**src/rtl/core/kab_pkg.sv**
```systemverilog
// Package: types, constants and arithmetic helpers for the angle/bias filter
package kab_pkg;

   localparam logic [31:0] RESET_QA = 32'd16777;
   localparam logic [31:0] RESET_QB = 32'd50332;
   localparam logic [31:0] RESET_R  = 32'd8388608;
   localparam logic [23:0] RESET_DT = 24'd83886;
   localparam logic signed [31:0] COV_ONE = 32'sd16777216;
   localparam int FRAC = 24;
   localparam int QUO_W = 57;

   localparam logic [1:0] CSR_QA = 2'd0;
   localparam logic [1:0] CSR_QB = 2'd1;
   localparam logic [1:0] CSR_R  = 2'd2;
   localparam logic [1:0] CSR_DT = 2'd3;

   typedef struct packed {
      logic signed [31:0] accel_angle;
      logic signed [31:0] gyro_rate;
   } req_word_type;

   typedef struct packed {
      logic signed [31:0] filtered_angle;
      logic signed [31:0] filtered_rate;
   } rsp_word_type;

   typedef enum logic [3:0] {
      ST_IDLE, ST_PRED0, ST_PRED1, ST_PRED2, ST_PRED3, ST_INNOV,
      ST_DIV0, ST_DIV0W, ST_DIV1, ST_DIV1W,
      ST_CORR0, ST_CORR1, ST_CORR2, ST_CORR3, ST_EST, ST_OUT
   } state_type;

   typedef struct packed {
      logic     load;
      state_type step;
      logic     div_start;
      logic     finish;
      logic     rsp_take;
   } cmd_type;

   typedef struct packed {
      logic div_done;
   } sts_type;

   function automatic logic signed [31:0] sat32(input logic signed [65:0] v);
      if (v > 66'sd2147483647) return 32'sh7fffffff;
      if (v < -66'sd2147483648) return 32'sh80000000;
      return v[31:0];
   endfunction

   // round to nearest, ties up, shift by FRAC
   function automatic logic signed [65:0] rshift(input logic signed [65:0] v);
      logic signed [65:0] t;
      t = v + (66'sd1 <<< (FRAC - 1));
      return t >>> FRAC;
   endfunction

endpackage

```
**src/rtl/core/kab_ctrl.sv**
```systemverilog
// Controller: sequences predict, gain division and correct steps
module kab_ctrl (
   input  logic            clock,
   input  logic            reset,
   input  logic            req_valid,
   output logic            req_stall,
   input  logic            rsp_valid,
   input  logic            rsp_stall,
   input  kab_pkg::sts_type sts,
   output kab_pkg::cmd_type cmd
);

   kab_pkg::state_type state_ff, state_in;

   always_ff @(posedge clock) begin
      if (reset) state_ff <= kab_pkg::ST_IDLE;
      else state_ff <= state_in;
   end

   always_comb begin
      state_in = state_ff;
      cmd = '0;
      cmd.step = state_ff;
      cmd.rsp_take = rsp_valid && !rsp_stall;
      req_stall = 1'b1;
      case (state_ff)
         kab_pkg::ST_IDLE: begin
            req_stall = 1'b0;
            if (req_valid) begin
               cmd.load = 1'b1;
               state_in = kab_pkg::ST_PRED0;
            end
         end
         kab_pkg::ST_PRED0: state_in = kab_pkg::ST_PRED1;
         kab_pkg::ST_PRED1: state_in = kab_pkg::ST_PRED2;
         kab_pkg::ST_PRED2: state_in = kab_pkg::ST_PRED3;
         kab_pkg::ST_PRED3: state_in = kab_pkg::ST_INNOV;
         kab_pkg::ST_INNOV: state_in = kab_pkg::ST_DIV0;
         kab_pkg::ST_DIV0: begin
            cmd.div_start = 1'b1;
            state_in = kab_pkg::ST_DIV0W;
         end
         kab_pkg::ST_DIV0W: if (sts.div_done) state_in = kab_pkg::ST_DIV1;
         kab_pkg::ST_DIV1: begin
            cmd.div_start = 1'b1;
            state_in = kab_pkg::ST_DIV1W;
         end
         kab_pkg::ST_DIV1W: if (sts.div_done) state_in = kab_pkg::ST_CORR0;
         kab_pkg::ST_CORR0: state_in = kab_pkg::ST_CORR1;
         kab_pkg::ST_CORR1: state_in = kab_pkg::ST_CORR2;
         kab_pkg::ST_CORR2: state_in = kab_pkg::ST_CORR3;
         kab_pkg::ST_CORR3: state_in = kab_pkg::ST_EST;
         kab_pkg::ST_EST:   state_in = kab_pkg::ST_OUT;
         kab_pkg::ST_OUT: begin
            if (!rsp_valid || !rsp_stall) begin
               cmd.finish = 1'b1;
               state_in = kab_pkg::ST_IDLE;
            end
         end
         default: state_in = kab_pkg::ST_IDLE;
      endcase
   end

endmodule

```
**config.mk**
```make
export PLATFORM = sky130hd
export DESIGN_NAME = kab_ctrl
export DESIGN_NICKNAME = d
export VERILOG_FILES = /design/src/rtl/core/kab_pkg.sv /design/src/rtl/core/kab_ctrl.sv
export SDC_FILE = /design/constraint.sdc
export NUM_CORES = 1
export LEC_CHECK = 0
export ABC_CLOCK_PERIOD_IN_PS = 1500
export BUFFER_PORTS_ARGS = -buffer_cell sky130_fd_sc_hd__buf_2
export CORE_AREA = 5 5 42 44
export DETAILED_ROUTE_END_ITERATION = 8
export DIE_AREA = 0 0 47 49
export GPL_TIMING_DRIVEN = 0
export SYNTH_ARGS = -nofsm -noshare
export SYNTH_HDL_FRONTEND = slang
export SYNTH_SLANG_ARGS = --single-unit
```
**constraint.sdc**
```tcl
create_clock -name clock -period 1.5 [get_ports clock]
set_clock_uncertainty 0.05 [all_clocks]
set_input_delay 0.3 -clock clock [delete_from_list [all_inputs] [get_ports clock]]
set_output_delay 0.3 -clock clock [all_outputs]
set_load 0.05 [all_outputs]
```
==> flow_summary.yaml, run 1 <==
detailed_routing:
  route.detailed.wl_per_inst_um: 10.7
  antenna_left: 0
  drt_iter0_markers: 5
  post-route-drc-count: 0
  first_pass_iters: 4
  wl_um: 741
  vias_per_cell: 4.72
  dr_total_vias: 326
critical_path:
  cp_num_buf_inv: 1
  path_cells: "or4_4 -> nor2_4 -> buf_8"
  crit_path_end_kind: "output port"
  cp_max_fo: 4
  crit_required_ns: 1.15
  arrival_ns: 1.38
  cpLargestDelayFamily: "simple AND/OR/NAND/NOR gates"
  slowest_stage: "or4_4"
  start_kind: "register"
  critPathMaxStageDelay_ns: 0.56
  criticalPathCategory: "register to output port"
placement:
  dpl.hpwl_um: 517
  gp_congestion: 0.800
  io_buffers: 14
  place_inst: 63
power:
  netSwitchingPower_w: 0.000164
  swShare_pct: 38.1
  worst_ir_drop_vdd_uv: 380
  power_leakage_nw: 0.204
  internal_power_w: 0.000266
  cellPowerDensity_nw_per_um2: 890
  pwr-share-seq_pct: 30.4
  combPwrFrac_pct: 39.4
  clkPwrFrac_pct: 30.2
yosys:
  synth_area_um2: 264
  ys_ff_latch: 4
  ys_seq_area_share_pct: 30.3
  ys_types: 21
  synth-xor-area-share_pct: 0
  yosysWarningCount: 0
  synth.top_cells.by_area: "dfxtp_1 (30%), a21oi_1 (7.6%), a311oi_1 (6.6%)"
  synth.net_count: 39
  synth_top_family_by_area: "simple AND/OR/NAND/NOR gates"
  netlist_instances: 33
  yosys.area_share.simple_pct: 37.9
  synth_compound_area_share_pct: 24.6
  synth_top_area_share_pct: 30.3
  synthAdderAreaFrac_pct: 0
  avgSynthCellArea_um2: 8.00
  synth.area.mux_share_pct: 0
  synth_largest_area_cell: "dfxtp_1"
flow_run:
  max-cap-violations: 0
cells_and_area:
  area_delta_synth_final_pct: 82.9
  utilization_pct: 34.5
  fin_nets: 61
  seq_area_um2: 92.6
  largest_register_ffs: 4
  top_regs: "state_ff x4"
  multiInputGateArea_um2: 200
  fill_cells: 153
  registers.top_by_ff_count: "state_ff"
  stdcell_count: 69
  antenna_cells: 0
  drive_gt1_share_pct: 64.2
worst_hold_path:
  hold_path.class: "primary input to register"
status:
  status: "finished with violations"
  violations: "setup timing"
sta:
  drv_slew: 0
  fmax_mhz: 577
  period_share_pct: 116
  setup_viol: 5
  relSlewSlack_pct: 83.3
  fin_ws_ns: -0.233
  hold_viol: 0
  tightest_slew_ns: 0.253
  rsz0062_at_grt: "true"
  post-route-min-period_ns: 1.73
global_routing:
  grt_max_degree: 10
  grtUsageTotal_pct: 7.82
  grt_first_pass_wirelength_um: 1300
  grt_pass1_vias: 318
  grt_antenna_before_repair: 0
  grt_overflow: 0
clock_network:
  cts.clk_slew.worst_paths_ns: 0.04
  htree_levels: 1
  ctsHoldBuffers: 0
  clock-sinks: 4
  clock_latency_ns: 0.23
  clock_path_buffers: 2
  cts-root-buf: "clkbuf_4"
  cts_tree: "yes"
  cts_buffers: 3
floorplan:
  die_w_um: 47
  initial_core_util_pct: 18.8
  dieArea_um2: 2300
  core_area_um2: 1400
  ios: 15
  die_h_um: 49
  rows: 14
==> layout make-up <==
type                    instances  share of cell area, %
well taps                      16                   4.15
inverters                       1                  0.777
flip-flops and latches          4                   19.2
multi-input cells              26                   41.5
repair buffers                 19                   29.8
clock buffers                   3                   4.66
==> power groups by stage <==
stage | Clock (W) | Combinational [W] | Sequential (W)
2_1_floorplan | 0 | 0.0000924 | 0.000157
3_3_place_gp | 0 | 0.000154 | 0.000129
3_5_place_dp | 0 | 0.000155 | 0.000129
4_1_cts | 0.000140 | 0.000162 | 0.000131
5_1_grt | 0.000156 | 0.000182 | 0.000132
6_report | 0.000130 | 0.000169 | 0.000131
==> per-stage QoR <==
step | cell area [µm²] | hold slack (ns) | setup TNS (ns) | total power (W) | setup WS, ns
6_report | 483 | 0.214 | -0.742 | 0.000430 | -0.233
3_3_place_gp | 398 | 0.459 | -0.421 | 0.000283 | -0.217
2_1_floorplan | 308 | 0.312 | -0.614 | 0.000250 | -0.369
3_5_place_dp | 398 | 0.458 | -0.441 | 0.000284 | -0.225
4_1_cts | 463 | 0.207 | -0.688 | 0.000433 | -0.253
5_1_grt | 483 | 0.209 | -1.04 | 0.000470 | -0.300
==> cell usage in the layout, fill, tap and decap left out <==
cell	netlist	layout
clkbuf_4	0	3
a21oi_1	4	3
nor2b_1	1	1
or4_4	0	1
dfxtp_4	0	3
nand2_1	1	1
nand4_1	1	1
a21oi_4	0	1
nand3b_1	1	1
or3b_1	2	1
buf_6	1	3
inv_1	1	1
a311oi_1	2	2
nor2_1	3	2
nand3_1	2	2
o21ba_2	1	1
a21boi_0	1	1
or2_0	1	1
nor3_1	1	1
buf_4	0	4
buf_8	0	2
dfxtp_2	0	1
nor2_4	0	1
a21bo_2	1	1
and3_4	0	2
nand2b_1	1	1
buf_2	0	10
or3b_4	0	1
==> cell usage after synthesis, drive strengths merged <==
cell type  number
a21bo           1
a21boi          1
a21oi           4
a311oi          2
and3            2
buf             1
clkbuf          1
dfxtp           4
inv             1
nand2           1
nand2b          1
nand3           2
nand3b          1
nand4           1
nor2            3
nor2b           1
nor3            1
o21ba           1
or2             1
or3b            2
or4             1
==> layer usage <==
layer	global-route usage [%]	vias up	wire length [µm]
met1	8.57	149	291
met3	7.01	0	84
met5	0	-	0
li1	-	167	-
met4	1.38	0	0
met2	11.3	10	366
==> worst register-to-register path, stage by stage (launching register included) <==
cell and delay (ns):
dfxtp_4 0.34, buf_4 0.13, buf_6 0.11, or3b_4 0.38, or2_0 0.20, a311oi_1 0.23
==> path summary, 6_finish.rpt <==
| kind | from | endpoint | slack, ns | depth (start not counted) |
|---|---|---|---|---|
| worst max-delay path | state_ff[2] | cmd[7] | -0.23 | 3 |
| worst min register to register | state_ff[0] | state_ff[0] | 0.48 | 1 |
| worst min-delay path | reset | state_ff[1] | 0.21 | 2 |
| worst max register to register | state_ff[2] | state_ff[0] | -0.03 | 5 |
==> cells by family after synthesis <==
logic type | count (synthesis)
AND/OR/NAND/NOR | 17
flip-flops | 4
buffers and inverters | 3
AO/OA/AOI/OAI | 9
==> repair_timing <==
| action | 4_1_cts | 5_1_grt |
|---|---|---|
| resized for setup | 11 | 5 |
| pin swaps | 2 | 2 |
| setup buffers | 4 | 1 |
| endpoints found under the setup margin | 4 | 4 |
| cloned | 0 | 0 |
Power figures use the tool's default switching activity.
==> inputs of run 2 (changes only) <==
--- a/config.mk
+++ b/config.mk
@@ -5,12 +5,13 @@
 export SDC_FILE = /design/constraint.sdc
 export NUM_CORES = 1
 export LEC_CHECK = 0
-export ABC_CLOCK_PERIOD_IN_PS = 1500
+export ABC_CLOCK_PERIOD_IN_PS = 1450
 export BUFFER_PORTS_ARGS = -buffer_cell sky130_fd_sc_hd__buf_2
 export CORE_AREA = 5 5 42 44
 export DETAILED_ROUTE_END_ITERATION = 8
 export DIE_AREA = 0 0 47 49
 export GPL_TIMING_DRIVEN = 0
+export REMOVE_ABC_BUFFERS = 1
 export SYNTH_ARGS = -nofsm -noshare
 export SYNTH_HDL_FRONTEND = slang
 export SYNTH_SLANG_ARGS = --single-unit
==> constraint.sdc (replaced) <==
create_clock -name clock -period 1.45 [get_ports clock]
set_clock_uncertainty 0.05 [all_clocks]
set_input_delay 0.29 -clock clock [delete_from_list [all_inputs] [get_ports clock]]
set_output_delay 0.29 -clock clock [all_outputs]
set_load 0.05 [all_outputs]
==> run 2 against run 1 <==
Against the previous run: the flow still finishes with violations (setup timing); count of clock-buffer cells in the layout stayed put; clock power grew 12%; final cell count grew 5.8%; largest power group unchanged.
==> flow_summary.yaml, run 2 (synthesis results as in run 1) <==
sta:
  fmax_mhz: 578
  hold_viol: 0
  setup_viol: 5
  post-route-min-period_ns: 1.73
  relSlewSlack_pct: 83.3
  tightest_slew_ns: 0.252
  hold_ws_ns: 0.204
  period_share_pct: 119
  fin_ws_ns: -0.281
  tns_ns: -0.914
  drv_slew: 0
  rsz0062_at_grt: "true"
cells_and_area:
  fill_cells: 161
  top_regs: "state_ff x4"
  drive_gt1_share_pct: 63.2
  antenna_cells: 0
  largest_register_ffs: 4
  registers.top_by_ff_count: "state_ff"
  area_delta_synth_final_pct: 86.7
  layout_common_cells: "buf_2 (11), buf_4 (8), a21oi_1 (4)"
  layout_commonest_cell: "buf_2"
  seq_area_um2: 92.6
  multiInputGateArea_um2: 186
  fin_nets: 65
global_routing:
  grt_max_degree: 10
  grtUsageTotal_pct: 7.11
  grt_antenna_before_repair: 0
  grt_overflow: 0
  grt_pass1_vias: 264
  grt_first_pass_wirelength_um: 1090
critical_path:
  reg2reg_to: "state_ff[0]"
  start_kind: "register"
  crit_required_ns: 1.11
  cp_max_fo: 3
  r2r-start: "state_ff[2]"
  arrival_ns: 1.39
  reg2reg_depth: 5
  rrSetupSlack_ns: -0.06
  crit_path_end_kind: "output port"
  criticalPathCategory: "register to output port"
clock_network:
  htree_levels: 1
  cts-root-buf: "clkbuf_4"
  clock_path_buffers: 2
  clock-sinks: 4
  cts.clk_slew.worst_paths_ns: 0.04
  clock_latency_ns: 0.24
  cts_buffers: 3
  cts_tree: "yes"
floorplan:
  ios: 15
  rows: 14
  die_h_um: 49
  core_area_um2: 1400
  dieArea_um2: 2300
  die_w_um: 47
  initial_core_util_pct: 18.8
placement:
  dpl.hpwl_um: 499
  io_buffers: 14
  gp_congestion: 0.681
flow_run:
  max-cap-violations: 0
worst_hold_path:
  worstHoldStart: "reset"
  whs_path_depth: 2
  hold_path.class: "primary input to register"
  hold-path-endpoint: "state_ff[0]"
status:
  violations: "setup timing"
  status: "finished with violations"
detailed_routing:
  post-route-drc-count: 0
  route.detailed.wl_per_inst_um: 11.5
  drt_iter0_markers: 7
  dr_total_vias: 346
  vias_per_cell: 4.74
  antenna_left: 0
  wl_um: 842
  first_pass_iters: 4
power:
  cellPowerDensity_nw_per_um2: 926
  power_leakage_nw: 0.222
  worst_ir_drop_vdd_uv: 223
==> run 2: changes by cell type in the layout (fill, tap and decap cells not counted) <==
cell	before	now
buf_4	4	8
a21oi_1	3	4
buf_2	10	11
buf_6	3	2
or3b_1	1	2
or3b_4	1	0
a21oi_4	1	0
==> run 2: critical path, stage by stage (launching register included) <==
cell     delay [ns]
dfxtp_4        0.34
or4_4          0.55
nor2_4         0.11
buf_8          0.15
==> run 2: final cells by class <==
| type | count | area share (%) |
|---|---|---|
| inverter | 1 | 0.761 |
| multi-input combinational | 26 | 37.8 |
| tap | 16 | 4.06 |
| sequential | 4 | 18.8 |
| clock buffer | 3 | 4.57 |
| timing repair buffer | 23 | 34.0 |
==> run 2: what timing repair did <==
item / CTS / global route
hold buffers: 0 / 0
setup endpoints to repair: 4 / 5
buffers inserted: 5 / 5
gates resized for setup: 15 / 6
pin swaps: 6 / 4
==> run 2: how the worst max path moves through the flow <==
stage | start | end | slack [ns]
final | state_ff[2] | cmd[7] | -0.28
after global routing | state_ff[2] | cmd[7] | -0.31
after CTS | state_ff[2] | cmd[7] | -0.31
after detailed placement | state_ff[1] | cmd[7] | -0.23
after global placement | state_ff[1] | cmd[7] | -0.20
after floorplan | state_ff[1] | cmd[7] | -1.05
==> run 2: metal layers <==
metal | vias to the layer above | wire length [µm] | global-route usage, %
met2 | 16 | 445 | 9.95
met1 | 158 | 284 | 7.24
met4 | 0 | 21 | 5.53
li1 | 170 | - | -
met5 | - | 0 | 0
met3 | 2 | 91 | 4.43
==> run 2: report_power, final <==
group | internal [W] | switching (W)
combinational | 0.0000659 | 0.000115
clock | 0.0000930 | 0.0000520
sequential | 0.000118 | 0.0000125
total | 0.000277 | 0.000180
==> run 2: per-stage QoR <==
step	setup WS (ns)	instances	instance area (µm²)	total power [W]	utilization [%]
after floorplan	-1.05	31	249	0.000231	-
after global placement	-0.198	61	339	0.000264	24.2
after detailed placement	-0.227	61	339	0.000267	24.2
after CTS	-0.306	69	438	0.000442	31.3
after global routing	-0.307	73	493	0.000475	35.2
final	-0.281	73	493	0.000457	35.2
